===== config.mk =====
export PLATFORM = sky130hd
export DESIGN_NAME = pending_ack_timeout_table
export DESIGN_NICKNAME = d
export VERILOG_FILES = /design/src/hw/rtl/pat_pkg.sv /design/src/hw/rtl/pending_ack_timeout_table.sv /design/src/hw/rtl/pat_eval.sv /design/src/hw/rtl/pat_seq.sv
export VERILOG_INCLUDE_DIRS = /design/src /design/src/hw/rtl
export SDC_FILE = /design/constraint.sdc
export NUM_CORES = 2
export LEC_CHECK = 0
export ABC_AREA = 1
export BUFFER_PORTS_ARGS = -buffer_cell sky130_fd_sc_hd__buf_2
export CAP_MARGIN = 15
export CELL_PAD_IN_SITES_DETAIL_PLACEMENT = 1
export CELL_PAD_IN_SITES_GLOBAL_PLACEMENT = 1
export CORE_UTILIZATION = 49
export CTS_BUF_LIST = sky130_fd_sc_hd__clkbuf_2 sky130_fd_sc_hd__clkbuf_4 sky130_fd_sc_hd__clkbuf_8
export DETAILED_ROUTE_END_ITERATION = 16
export HOLD_SLACK_MARGIN = 0.12
export PLACE_DENSITY = 0.85
export SLEW_MARGIN = 20
export SYNTH_ARGS = -nofsm -noshare
export SYNTH_HDL_FRONTEND = slang
export SYNTH_SLANG_ARGS = --single-unit

===== constraint.sdc =====
create_clock -name clk -period 6.5 [get_ports clk]
set_input_delay 0.65 -clock clk [delete_from_list [all_inputs] [get_ports clk]]
set_output_delay 0.65 -clock clk [all_outputs]
set_load 0.01 [all_outputs]

===== src/hw/rtl/assert_macros.svh =====
// Assertion helpers used by the sequencer RTL (pat_seq).
`ifndef ASSERT_MACROS_SVH
`define ASSERT_MACROS_SVH

// Property must hold at every rising clock edge outside reset.
`define PAT_ASSERT(lbl, clk_sig, rst_sig, prop, msg) \
  lbl: assert property (@(posedge clk_sig) disable iff (rst_sig) (prop)) else $error(msg);

// Condition must never be seen at a rising clock edge outside reset.
`define PAT_NEVER(lbl, clk_sig, rst_sig, cond, msg) \
  lbl: assert property (@(posedge clk_sig) disable iff (rst_sig) !(cond)) else $error(msg);

`endif


===== src/hw/rtl/pat_pkg.sv =====
package pat_pkg;

  // Table geometry
  localparam int TABLE_DEPTH = 16;
  localparam int MAX_RESULTS = 16;
  localparam int IDX_W = (TABLE_DEPTH > 1) ? $clog2(TABLE_DEPTH) : 1;
  localparam int CNT_W = $clog2(TABLE_DEPTH + 1);
  localparam int RES_W = $clog2(MAX_RESULTS + 1);

  // Command codes
  localparam logic [1:0] CMD_TRACK = 2'd0;
  localparam logic [1:0] CMD_RESP  = 2'd1;
  localparam logic [1:0] CMD_SWEEP = 2'd2;

  // Status codes
  localparam logic [1:0] ST_ACKED   = 2'd0;
  localparam logic [1:0] ST_NACKED  = 2'd1;
  localparam logic [1:0] ST_RELAYED = 2'd2;
  localparam logic [1:0] ST_TIMEOUT = 2'd3;

  // Configuration register indexes
  localparam logic [1:0] CFG_SLACK     = 2'd0;
  localparam logic [1:0] CFG_WINDOW    = 2'd1;
  localparam logic [1:0] CFG_BROADCAST = 2'd2;

  // Reset values of the configuration registers
  localparam logic [15:0] SLACK_RESET     = 16'd2000;
  localparam logic [15:0] WINDOW_RESET    = 16'd5000;
  localparam logic [31:0] BROADCAST_RESET = 32'hFFFF_FFFF;

  // What one walk over the table is doing
  typedef enum logic [1:0] {
    WM_DROP,
    WM_RESP,
    WM_SWEEP
  } walk_mode_t;

  typedef struct packed {
    logic [31:0] id;
    logic [31:0] node;
    logic [31:0] deadline;
    logic        relayed;
  } entry_t;

  typedef struct packed {
    logic [15:0] slack;
    logic [15:0] window;
    logic [31:0] broadcast;
  } cfg_t;

  // Verdict of the compare unit on one entry
  typedef struct packed {
    logic        remove;
    logic        emit;
    logic        stop;
    logic [1:0]  status;
    entry_t      entry_out;
    logic [31:0] deadline;
  } eval_t;

endpackage


===== src/hw/rtl/pending_ack_timeout_table.sv =====
// Channel   Handshake                 Payload
// command   start & !busy             command, message_id, node, window_ms, is_ack, now_ms
// config    cfg_valid & cfg_ready     cfg_index, cfg_data
// result    result_valid (1 cycle)    status_id, status, last
//
// Track: append; into a full table, a compaction walk drops the oldest entry first.
// Response and sweep: a walk, one entry per cycle through the table port.
// Commands that do nothing leave busy low. Results are registered from the walk.
// Reset (rst, synchronous) empties the table and loads the register defaults.
// Results cannot stall: the receiver must take each beat in the cycle it is shown.
module pending_ack_timeout_table (
  input  logic        clk,
  input  logic        rst,
  input  logic        start,
  output logic        busy,
  input  logic [1:0]  command,
  input  logic [31:0] message_id,
  input  logic [31:0] node,
  input  logic [15:0] window_ms,
  input  logic        is_ack,
  input  logic [31:0] now_ms,
  input  logic        cfg_valid,
  output logic        cfg_ready,
  input  logic [1:0]  cfg_index,
  input  logic [31:0] cfg_data,
  output logic        result_valid,
  output logic [31:0] status_id,
  output logic [1:0]  status,
  output logic        last
);

  pat_pkg::cfg_t cfg;

  assign cfg_ready = 1'b1;

  // Configuration registers
  always_ff @(posedge clk) begin
    if (rst) begin
      cfg.slack     <= pat_pkg::SLACK_RESET;
      cfg.window    <= pat_pkg::WINDOW_RESET;
      cfg.broadcast <= pat_pkg::BROADCAST_RESET;
    end else if (cfg_valid && cfg_ready) begin
      case (cfg_index)
        pat_pkg::CFG_SLACK:     cfg.slack     <= cfg_data[15:0];
        pat_pkg::CFG_WINDOW:    cfg.window    <= cfg_data[15:0];
        pat_pkg::CFG_BROADCAST: cfg.broadcast <= cfg_data;
        default: begin
          cfg.slack <= cfg.slack;
        end
      endcase
    end
  end

  pat_seq u_seq (
    .clk          (clk),
    .rst          (rst),
    .start        (start && !busy),
    .command      (command),
    .message_id   (message_id),
    .node         (node),
    .window_ms    (window_ms),
    .is_ack       (is_ack),
    .now_ms       (now_ms),
    .cfg          (cfg),
    .busy         (busy),
    .result_valid (result_valid),
    .status_id    (status_id),
    .status       (status),
    .last         (last)
  );

endmodule


===== src/hw/rtl/pat_eval.sv =====
// Shared compare unit: judges one table entry per cycle for the walk,
// and forms the deadline of a new entry.
module pat_eval (
  input  pat_pkg::walk_mode_t mode,
  input  logic                active,
  input  logic                is_first,
  input  pat_pkg::entry_t     entry,
  input  logic [31:0]         req_id,
  input  logic [31:0]         req_node,
  input  logic                req_ack,
  input  logic [31:0]         now,
  input  logic [16:0]         wsum,
  input  logic [31:0]         broadcast,
  output pat_pkg::eval_t      ev
);

  logic [31:0] age;
  logic        expired;
  logic        id_hit;
  logic        dest_ok;

  // Wrap-safe deadline test: passed when now - deadline is below 2^31
  assign age     = now - entry.deadline;
  assign expired = ~age[31];
  assign id_hit  = (entry.id == req_id);
  assign dest_ok = (entry.node == broadcast) || (req_node == entry.node);

  always_comb begin
    ev           = '0;
    ev.entry_out = entry;
    ev.deadline  = now + {15'd0, wsum};
    case (mode)
      pat_pkg::WM_DROP: begin
        ev.remove = active && is_first;
        ev.stop   = ev.remove;
      end
      pat_pkg::WM_RESP: begin
        if (active && id_hit) begin
          ev.emit = 1'b1;
          ev.stop = 1'b1;
          if (!req_ack) begin
            ev.remove = 1'b1;
            ev.status = pat_pkg::ST_NACKED;
          end else if (dest_ok) begin
            ev.remove = 1'b1;
            ev.status = pat_pkg::ST_ACKED;
          end else begin
            ev.status            = pat_pkg::ST_RELAYED;
            ev.entry_out.relayed = 1'b1;
          end
        end
      end
      pat_pkg::WM_SWEEP: begin
        if (active && expired) begin
          ev.remove = 1'b1;
          ev.emit   = ~entry.relayed;
          ev.status = pat_pkg::ST_TIMEOUT;
        end
      end
      default: begin
        ev.remove = 1'b0;
      end
    endcase
  end

endmodule


===== src/hw/rtl/pat_seq.sv =====
`include "assert_macros.svh"

// Table store and walk sequencer. A walk reads one entry per cycle and
// writes kept entries back at a trailing pointer, which compacts the table.
module pat_seq (
  input  logic                clk,
  input  logic                rst,
  input  logic                start,
  input  logic [1:0]          command,
  input  logic [31:0]         message_id,
  input  logic [31:0]         node,
  input  logic [15:0]         window_ms,
  input  logic                is_ack,
  input  logic [31:0]         now_ms,
  input  pat_pkg::cfg_t       cfg,
  output logic                busy,
  output logic                result_valid,
  output logic [31:0]         status_id,
  output logic [1:0]          status,
  output logic                last
);

  typedef enum logic [1:0] {
    S_IDLE,
    S_WALK,
    S_APPEND
  } state_t;

  state_t                     state;
  pat_pkg::walk_mode_t        mode;
  logic [31:0]                id_r;
  logic [31:0]                node_r;
  logic                       ack_r;
  logic [31:0]                now_r;
  logic [16:0]                wsum_r;
  logic [pat_pkg::CNT_W-1:0]  count;
  logic [pat_pkg::CNT_W-1:0]  rd_ptr;
  logic [pat_pkg::CNT_W-1:0]  wr_ptr;
  logic [pat_pkg::CNT_W-1:0]  e_idx;
  logic                       rvalid;
  logic                       stop;
  logic [pat_pkg::RES_W-1:0]  nres;
  logic                       hold_valid;
  logic [31:0]                hold_id;
  logic [1:0]                 hold_status;

  pat_pkg::entry_t            mem [pat_pkg::TABLE_DEPTH];
  pat_pkg::entry_t            rdata;
  pat_pkg::entry_t            wdata;
  logic                       mem_re;
  logic                       mem_we;
  logic [pat_pkg::IDX_W-1:0]  waddr;
  logic                       walk_end;
  logic [15:0]                win_sel;
  pat_pkg::eval_t             ev;

  assign busy    = (state != S_IDLE);
  assign win_sel = (window_ms == 16'd0) ? cfg.window : window_ms;

  pat_eval u_eval (
    .mode      (mode),
    .active    (~stop),
    .is_first  (e_idx == '0),
    .entry     (rdata),
    .req_id    (id_r),
    .req_node  (node_r),
    .req_ack   (ack_r),
    .now       (now_r),
    .wsum      (wsum_r),
    .broadcast (cfg.broadcast),
    .ev        (ev)
  );

  // Memory port control
  always_comb begin
    mem_re   = (state == S_WALK) && (rd_ptr < count);
    walk_end = (state == S_WALK) && !mem_re && !rvalid;
    mem_we   = 1'b0;
    waddr    = wr_ptr[pat_pkg::IDX_W-1:0];
    wdata    = ev.entry_out;
    if (state == S_WALK) begin
      mem_we = rvalid && !ev.remove;
    end else if (state == S_APPEND) begin
      mem_we        = 1'b1;
      waddr         = count[pat_pkg::IDX_W-1:0];
      wdata.id      = id_r;
      wdata.node    = node_r;
      wdata.deadline = ev.deadline;
      wdata.relayed = 1'b0;
    end
  end

  // Entry store, registered read
  always_ff @(posedge clk) begin
    if (mem_we) begin
      mem[waddr] <= wdata;
    end
    if (mem_re) begin
      rdata <= mem[rd_ptr[pat_pkg::IDX_W-1:0]];
    end
  end

  // Sequencer and result register
  always_ff @(posedge clk) begin
    if (rst) begin
      state        <= S_IDLE;
      count        <= '0;
      rvalid       <= 1'b0;
      hold_valid   <= 1'b0;
      result_valid <= 1'b0;
      stop         <= 1'b0;
      nres         <= '0;
      mode         <= pat_pkg::WM_DROP;
    end else begin
      result_valid <= 1'b0;
      case (state)
        S_IDLE: begin
          if (start) begin
            id_r       <= message_id;
            node_r     <= node;
            ack_r      <= is_ack;
            now_r      <= now_ms;
            wsum_r     <= {1'b0, win_sel} + {1'b0, cfg.slack};
            rd_ptr     <= '0;
            wr_ptr     <= '0;
            rvalid     <= 1'b0;
            stop       <= 1'b0;
            nres       <= '0;
            hold_valid <= 1'b0;
            case (command)
              pat_pkg::CMD_TRACK: begin
                if (message_id != 32'd0) begin
                  if (count == pat_pkg::CNT_W'(pat_pkg::TABLE_DEPTH)) begin
                    mode  <= pat_pkg::WM_DROP;
                    state <= S_WALK;
                  end else begin
                    state <= S_APPEND;
                  end
                end
              end
              pat_pkg::CMD_RESP: begin
                if (message_id != 32'd0 && count != '0) begin
                  mode  <= pat_pkg::WM_RESP;
                  state <= S_WALK;
                end
              end
              pat_pkg::CMD_SWEEP: begin
                if (count != '0) begin
                  mode  <= pat_pkg::WM_SWEEP;
                  state <= S_WALK;
                end
              end
              default: begin
                state <= S_IDLE;
              end
            endcase
          end
        end
        S_WALK: begin
          rvalid <= mem_re;
          e_idx  <= rd_ptr;
          if (mem_re) begin
            rd_ptr <= rd_ptr + 1'b1;
          end
          // judge the entry read last cycle
          if (rvalid) begin
            if (!ev.remove) begin
              wr_ptr <= wr_ptr + 1'b1;
            end
            if (ev.stop) begin
              stop <= 1'b1;
            end
            if (ev.emit) begin
              nres <= nres + 1'b1;
              if (nres == pat_pkg::RES_W'(pat_pkg::MAX_RESULTS - 1)) begin
                stop <= 1'b1;
              end
              // older held result goes out, newest is held for the last mark
              if (hold_valid) begin
                result_valid <= 1'b1;
                status_id    <= hold_id;
                status       <= hold_status;
                last         <= 1'b0;
              end
              hold_valid  <= 1'b1;
              hold_id     <= rdata.id;
              hold_status <= ev.status;
            end
          end
          if (walk_end) begin
            count <= wr_ptr;
            if (hold_valid) begin
              result_valid <= 1'b1;
              status_id    <= hold_id;
              status       <= hold_status;
              last         <= 1'b1;
              hold_valid   <= 1'b0;
            end
            state <= (mode == pat_pkg::WM_DROP) ? S_APPEND : S_IDLE;
          end
        end
        S_APPEND: begin
          count <= count + 1'b1;
          state <= S_IDLE;
        end
        default: begin
          state <= S_IDLE;
        end
      endcase
    end
  end

  // Checks
  `PAT_ASSERT(a_count_bound, clk, rst, count <= pat_pkg::CNT_W'(pat_pkg::TABLE_DEPTH), "entry count above table depth")
  `PAT_ASSERT(a_wr_behind, clk, rst, rvalid |-> (wr_ptr <= e_idx), "write pointer passed read entry")
  `PAT_ASSERT(a_append_room, clk, rst, (state == S_APPEND) |-> (count < pat_pkg::CNT_W'(pat_pkg::TABLE_DEPTH)), "append into full table")
  `PAT_ASSERT(a_last_gap, clk, rst, (result_valid && last) |=> !result_valid, "result right after last beat")

endmodule

; ---- Word-level counts from Yosys, hierarchy flattened
; Memories as Yosys holds them, arrays and structs flattened. A register that Yosys moved wholly into a read port is not among the register bits.
; Index checks and enable logic that the tools add are counted.
[op_classes]
n_addsub = 7
n_lt_le_gt_ge = 1
eq_ne = 26
mux = 80
bitwise_logic = 5
reduce_logical = 41
[op_table]
columns = operator, n
row1 = 2-to-1 mux 97 bit, 2
row2 = 2-to-1 mux 32 bit, 5
row3 = equality test 32 bit, 3
row4 = 2-to-1 mux 5 bit, 8
row5 = one-hot mux 5 bit (2 select lines), 4
row6 = 2-to-1 mux 2 bit, 19
row7 = adder 32 x 17 -> 32 bit, 1
row8 = nonzero test 32 bit, 1
row9 = subtractor 32 bit, 1
row10 = 2-to-1 mux 1 bit, 29
row11 = adder 5 x 1 -> 5 bit (second input constant), 4
row12 = != test 2 x 1 -> 1 bit (second input constant), 9
row13 = adder 16 x 16 -> 17 bit, 1
row14 = zero test 16 bit, 1
row15 = 2-to-1 mux 16 bit, 1
row16 = one-hot mux 2 bit (3 select lines), 2
row17 = AND reduction 2 bit, 6
row18 = AND reduction 4 bit, 3
row19 = one-hot mux 1 bit (2 select lines), 5
row20 = AND reduction 5 bit, 2
row21 = logical AND 1 bit, 9
row22 = != test 3 x 2 -> 1 bit (second input constant), 3
row23 = equality test 2 x 1 -> 1 bit (second input constant), 4
row24 = equality test 2 bit (second input constant), 4
row25 = other kinds (18), 33
[totals]
regBits = 280
mem_bits_rw = 1552
inputBits = 153
out_inout_bits = 38
elab_cells = 185
mem_count = 1
[mem_list]
columns = memory, words, width, read_ports, rd_ports_with_merged_regs, wr, line
row1 = u_seq.mem, 16, 97, 1, 1, 1, pat_seq.sv:47  ; pat_pkg::entry_t mem [pat_pkg::TABLE_DEPTH];

; ---- Longest topological paths before layout
[depth]
depth_word = 11
depth_mapped = 21
depth_no_buf = 21

; ---- Cells and area by module
; A second synthesis with hierarchy kept.
[unflattened]
cells_unflattened = 6130
hier_area_um2 = 80273.2
[modules_own_cells]
columns = mod, instances, cells_per_inst, area_per_inst_um2, seq_area_each_um2
row1 = pat_seq, 1, 4953, 72952.5, 55823.5
row2 = pat_eval, 1, 840, 4725.8, 0.0
row3 = pending_ack_timeout_table, 1, 337, 2595.0, 1281.2

; ---- Worst setup path after synthesis
; OpenSTA, ideal clock, no wires.
[synth_path]
kind = register -> register
start = register u_seq.now_r[24]
end = memory u_seq.mem[4][0] (netlist name) (enable)
setup_ns = 0.585
arrival_ns = 6.473
required_time_ns = 5.915
path_slack_ns = -0.558
stages_incl_launch_ff = 16
path_buffers = 1
synth_period_minus_slack_ns = 7.058
cell_sequence = edfxtp_1 ha_1 nand2_1 nor2_1 nand2_1 inv_1 nand2_1 nand3_1 nor2_1 nand3_1 nand3_1 nand3b_1 nand2_2 nand2_4 buf_6 a21oi_1
[synth_between]
elab_chain_len = 10
[synth_rtl]
columns = element, line
row1 = "start, declared", pat_seq.sv:34  ; logic [31:0] now_r;
row2 = "start signal, assigned", pat_seq.sv:122  ; now_r <= now_ms;
row3 = subtractor 32 bit, pat_eval.sv:23  ; assign age = now - entry.deadline;
row4 = NOT 1 bit, pat_eval.sv:24  ; assign expired = ~age[31];
row5 = logical AND 1 bit, pat_eval.sv:54  ; if (active && expired) begin
row6 = 2-to-1 mux 2 bit, pat_eval.sv:54
row7 = one-hot mux 1 bit (3 select lines), pat_eval.sv:32  ; case (mode)
row8 = zero test 1 bit, pat_seq.sv:82  ; mem_we = rvalid && !ev.remove;
row9 = logical AND 1 bit, pat_seq.sv:82
row10 = 2-to-1 mux 1 bit, pat_seq.sv:81  ; if (state == S_WALK) begin
row11 = 2-to-1 mux 1 bit, pat_seq.sv:95  ; if (mem_we) begin
row12 = 2-to-1 mux 1 bit (implied by the code), pat_seq.sv:96  ; mem[waddr] <= wdata;
row13 = "end, declared", pat_seq.sv:47
; No other way between the ends.

; ---- Worst setup path in the final report
[layout_path]
start = register u_seq.now_r[29]
end = memory u_seq.mem[11][37] (netlist name) (enable)
; The elaborated chain is that of the path after synthesis.

==> metrics.txt <==
chip width 402 µm; final setup slack of the worst path 1.89 ns; worst skew pair latency 1.09 ns; final count of pins violating max slew 0; Placement Cell Area 81,900 µm²; number of detailed-route iterations in the first pass 6; number of H-tree levels 5; initial antenna violation count 9; maximum resistive drop on vdd 0.273 mV; total via count in the routed design 55,873; Worst Max-Slew Pin Slew 1.31 ns; final count of negative-setup-slack endpoints 0; number of hold violations in the final report 0; outcome complete, no violations; largest net degree at the start of global routing 257; final critical-path required period 4.61 ns; max_slew headroom 0.126; number of placement rows 146; share of the core filled with cells 0.564; Global Route met1 Usage 0.392; power per cell area 306 nW/µm²; Post-Syn Area per Cell 13.0 µm²; Ys Warns 0; global route overflow 0; Final Skew 0.116 ns; number of buffers added by the clock tree synthesis step 324; vias in the first global route 59,690; proportion of netlist area held by the largest area contributor 0.707; max-capacitance violation count 0; initial core utilization 0.495; met3 demand-to-capacity share in global routing 0.0633; GR Layer Usage met2 0.544; Core Area 159,000 µm²; crit share post-route 0.709; initial drt markers 7,624; leakage dissipation 31.0 nW; number of ports placed on the die boundary 191; highest fanout seen on the critical path 44; Layout Nets 6,664; cell accounting for the most synthesized area sky130_fd_sc_hd__edfxtp_1; ratio of cells with drive above 1 in the final layout 0.135; global placement routability congestion 0.852; total power after layout 27.4 mW; CTS Root Cell sky130_fd_sc_hd__clkbuf_8; number of gates resized after cts 0; number of standard cells in the layout, taps in and fillers out 8,730; Antenna Violating Nets Remaining 0; drc violations 0; fraction of registers with async set or reset after synthesis 0; endpoint required time on the critical path 7.10 ns; Vert. Die Dim 402 µm; Data arrival, critical path 5.21 ns; count of clock tree sinks 1,929; Hold Crit Class primary input to flop; nature of the critical path startpoint flop; TritonCTS clock tree done; Vias/cell 6.40; combined area of all synthesized cells 78,400 µm²; post-synthesis instance total 6,014; Layout Cell Area excl Fill 89,500 µm²; placed wire-length estimate 142,000 µm; leading cell type by number of instances after synthesis sky130_fd_sc_hd__edfxtp_1; port bufs 189; Syn-to-layout area delta 14.1%; post-synth cell types 54; detailed-route wire length per cell 30.5 µm; Area contributors post-synth sky130_fd_sc_hd__edfxtp_1 71%, sky130_fd_sc_hd__nor2_1 4.9%, sky130_fd_sc_hd__nand2_1 3.7%; category of the critical setup timing path flop to flop; DIE AREA 162,000 µm²; setup slack after placement 2.08 ns; leading cell types by count after synthesis 1,847 x sky130_fd_sc_hd__edfxtp_1, 1,024 x sky130_fd_sc_hd__nor2_1, 772 x sky130_fd_sc_hd__nand2_1; kind of end point of the critical path flop; maximum clock frequency 0.217 GHz; main flop type after synthesis sky130_fd_sc_hd__edfxtp_1; GRT busiest layer met2; count of flip-flops with a built-in enable after synthesis 1,847; first-pass GRT wire length 388,000 µm; final wirelength 266,000 µm; Clock Pin Slew Worst Setup and Hold Paths 0.07 ns; RSZ-0062 raised after global routing no; Global Route Usage Sum 0.323; register area share after synthesis 0.728; Mapped Nets 6,250; buffer levels on the longest clock path 4; Placed Instances 8,038; register bit count reported by yosys 1,929
==> critical path, stage by stage (launching register included) <==
cell                       delay (ns)
sky130_fd_sc_hd__edfxtp_1        0.46
sky130_fd_sc_hd__ha_1            0.32
sky130_fd_sc_hd__nand2_1         0.09
sky130_fd_sc_hd__nor2_2          0.06
sky130_fd_sc_hd__nand2_1         0.13
sky130_fd_sc_hd__inv_1           0.05
sky130_fd_sc_hd__nand2_1         0.06
sky130_fd_sc_hd__nand3_1         0.08
sky130_fd_sc_hd__nor2_1          0.19
sky130_fd_sc_hd__nand3_1         0.18
sky130_fd_sc_hd__nand3_1         0.31
sky130_fd_sc_hd__nand3b_1        0.16
sky130_fd_sc_hd__nand2_2         0.12
sky130_fd_sc_hd__nand2_4         0.28
sky130_fd_sc_hd__a21oi_4         0.24
sky130_fd_sc_hd__buf_4           0.51
sky130_fd_sc_hd__buf_4           0.77
==> final timing paths <==
kind	slack, ns	depth (start not counted)	to	start
setup / recovery	1.89	16	u_seq.mem[11][37]	u_seq.now_r[29]
hold / removal	0.19	6	u_seq.wsum_r[16]	window_ms[15]
setup reg to reg	1.89	16	u_seq.mem[11][37]	u_seq.now_r[29]
hold reg to reg	0.46	2	cfg[44]	cfg[44]
==> metrics by stage <==
step	hold slack, ns	TNS (ns)
4_1_cts	0.127	0
6_report	0.191	0
3_5_place_dp	0.448	0
5_1_grt	0.148	0
2_1_floorplan	0.426	-798.69
3_3_place_gp	0.432	0
==> layout make-up <==
class	instances	area (µm²)
inverter	189	724
multi-input combinational	3547	19500
clock buffer	456	5590
antenna	3	7.51
clock inverter	97	573
timing repair buffer	437	3400
sequential	1929	57100
fill	15547	69100
tap	2072	2590
==> cell families after synthesis <==
kind of cell | share of synthesized area
muxes | 0.0189
AOI/OAI and AO/OA | 0.0911
and+or+nand+nor | 0.109
xor gates and xnor gates | 0.0116
adders and majority gates | 0.0134
other | 0.0000478
DFF | 0.728
buffers and inverters | 0.0273
==> registers in the layout, indices dropped and copies added (netlist names), named ones only <==
name / cells
u_seq.status: 1
u_seq.rd_ptr: 5
u_seq.state: 2
u_seq.node_r: 32
u_seq.hold_valid: 1
u_seq.hold_id: 32
u_seq.rvalid: 1
u_seq.mode: 2
cfg: 64
u_seq.status_id: 1
u_seq.stop: 1
u_seq.wr_ptr: 5
u_seq.count: 5
u_seq.wsum_r: 17
u_seq.hold_status: 2
u_seq.nres: 5
u_seq.mem: 1552
u_seq.last: 1
u_seq.e_idx: 5
u_seq.now_r: 32
u_seq.id_r: 32
u_seq.rdata: 97
u_seq.ack_r: 1
u_seq.result_valid: 1
==> what timing repair did <==
item | in CTS | in global routing
hold endpoints to repair | 171 | 0
hold buffers | 136 | 0
buffers inserted | 0 | 0
==> where the power goes <==
part,internal [mW],switching (mW)
clock network,5.75,5.22
registers,13.9,0.107
logic,0.657,1.76
==> per-layer routing <==
| layer | up-vias | share of wire |
|---|---|---|
| li1 | 22991 | - |
| met1 | 27988 | 0.36 |
| met2 | 3987 | 0.49 |
| met3 | 901 | 0.094 |
| met4 | 6 | 0.055 |
| met5 | - | 0.00015 |
==> placed cells by master (no fill, tap or decap), types with 4 or more instances in the layout <==
cell type,netlist,layout
sky130_fd_sc_hd__edfxtp_1,1847,1847
sky130_fd_sc_hd__nor2_1,1024,1021
sky130_fd_sc_hd__nand2_1,772,771
sky130_fd_sc_hd__o21ai_0,481,464
sky130_fd_sc_hd__clkbuf_8,0,346
sky130_fd_sc_hd__nand3_1,240,240
sky130_fd_sc_hd__o32ai_1,240,240
sky130_fd_sc_hd__buf_2,64,189
sky130_fd_sc_hd__inv_1,181,179
sky130_fd_sc_hd__o221ai_1,149,149
sky130_fd_sc_hd__mux2i_1,148,148
sky130_fd_sc_hd__dlygate4sd3_1,0,136
sky130_fd_sc_hd__clkbuf_4,0,110
sky130_fd_sc_hd__buf_4,4,92
sky130_fd_sc_hd__dfxtp_1,82,82
sky130_fd_sc_hd__ha_1,81,81
sky130_fd_sc_hd__a21oi_1,97,80
sky130_fd_sc_hd__xor2_1,74,74
sky130_fd_sc_hd__clkinv_1,3,64
sky130_fd_sc_hd__o211ai_1,50,50
sky130_fd_sc_hd__xnor2_1,30,30
sky130_fd_sc_hd__clkinv_2,0,25
sky130_fd_sc_hd__a21oi_2,23,24
sky130_fd_sc_hd__nand4_1,23,23
sky130_fd_sc_hd__o21ai_2,3,22
sky130_fd_sc_hd__nor3_1,20,20
sky130_fd_sc_hd__a21oi_4,0,16
sky130_fd_sc_hd__buf_12,0,16
sky130_fd_sc_hd__or2_2,14,14
sky130_fd_sc_hd__nand3b_1,8,8
sky130_fd_sc_hd__a31oi_1,7,7
sky130_fd_sc_hd__nor4_1,7,6
sky130_fd_sc_hd__bufinv_16,0,6
sky130_fd_sc_hd__nor2_2,5,5
sky130_fd_sc_hd__o21ai_1,7,5
sky130_fd_sc_hd__o22ai_1,6,5
sky130_fd_sc_hd__nor2_4,1,4
sky130_fd_sc_hd__and3_1,4,4
sky130_fd_sc_hd__clkinvlp_4,0,4
(Power assumes the default switching activity.)
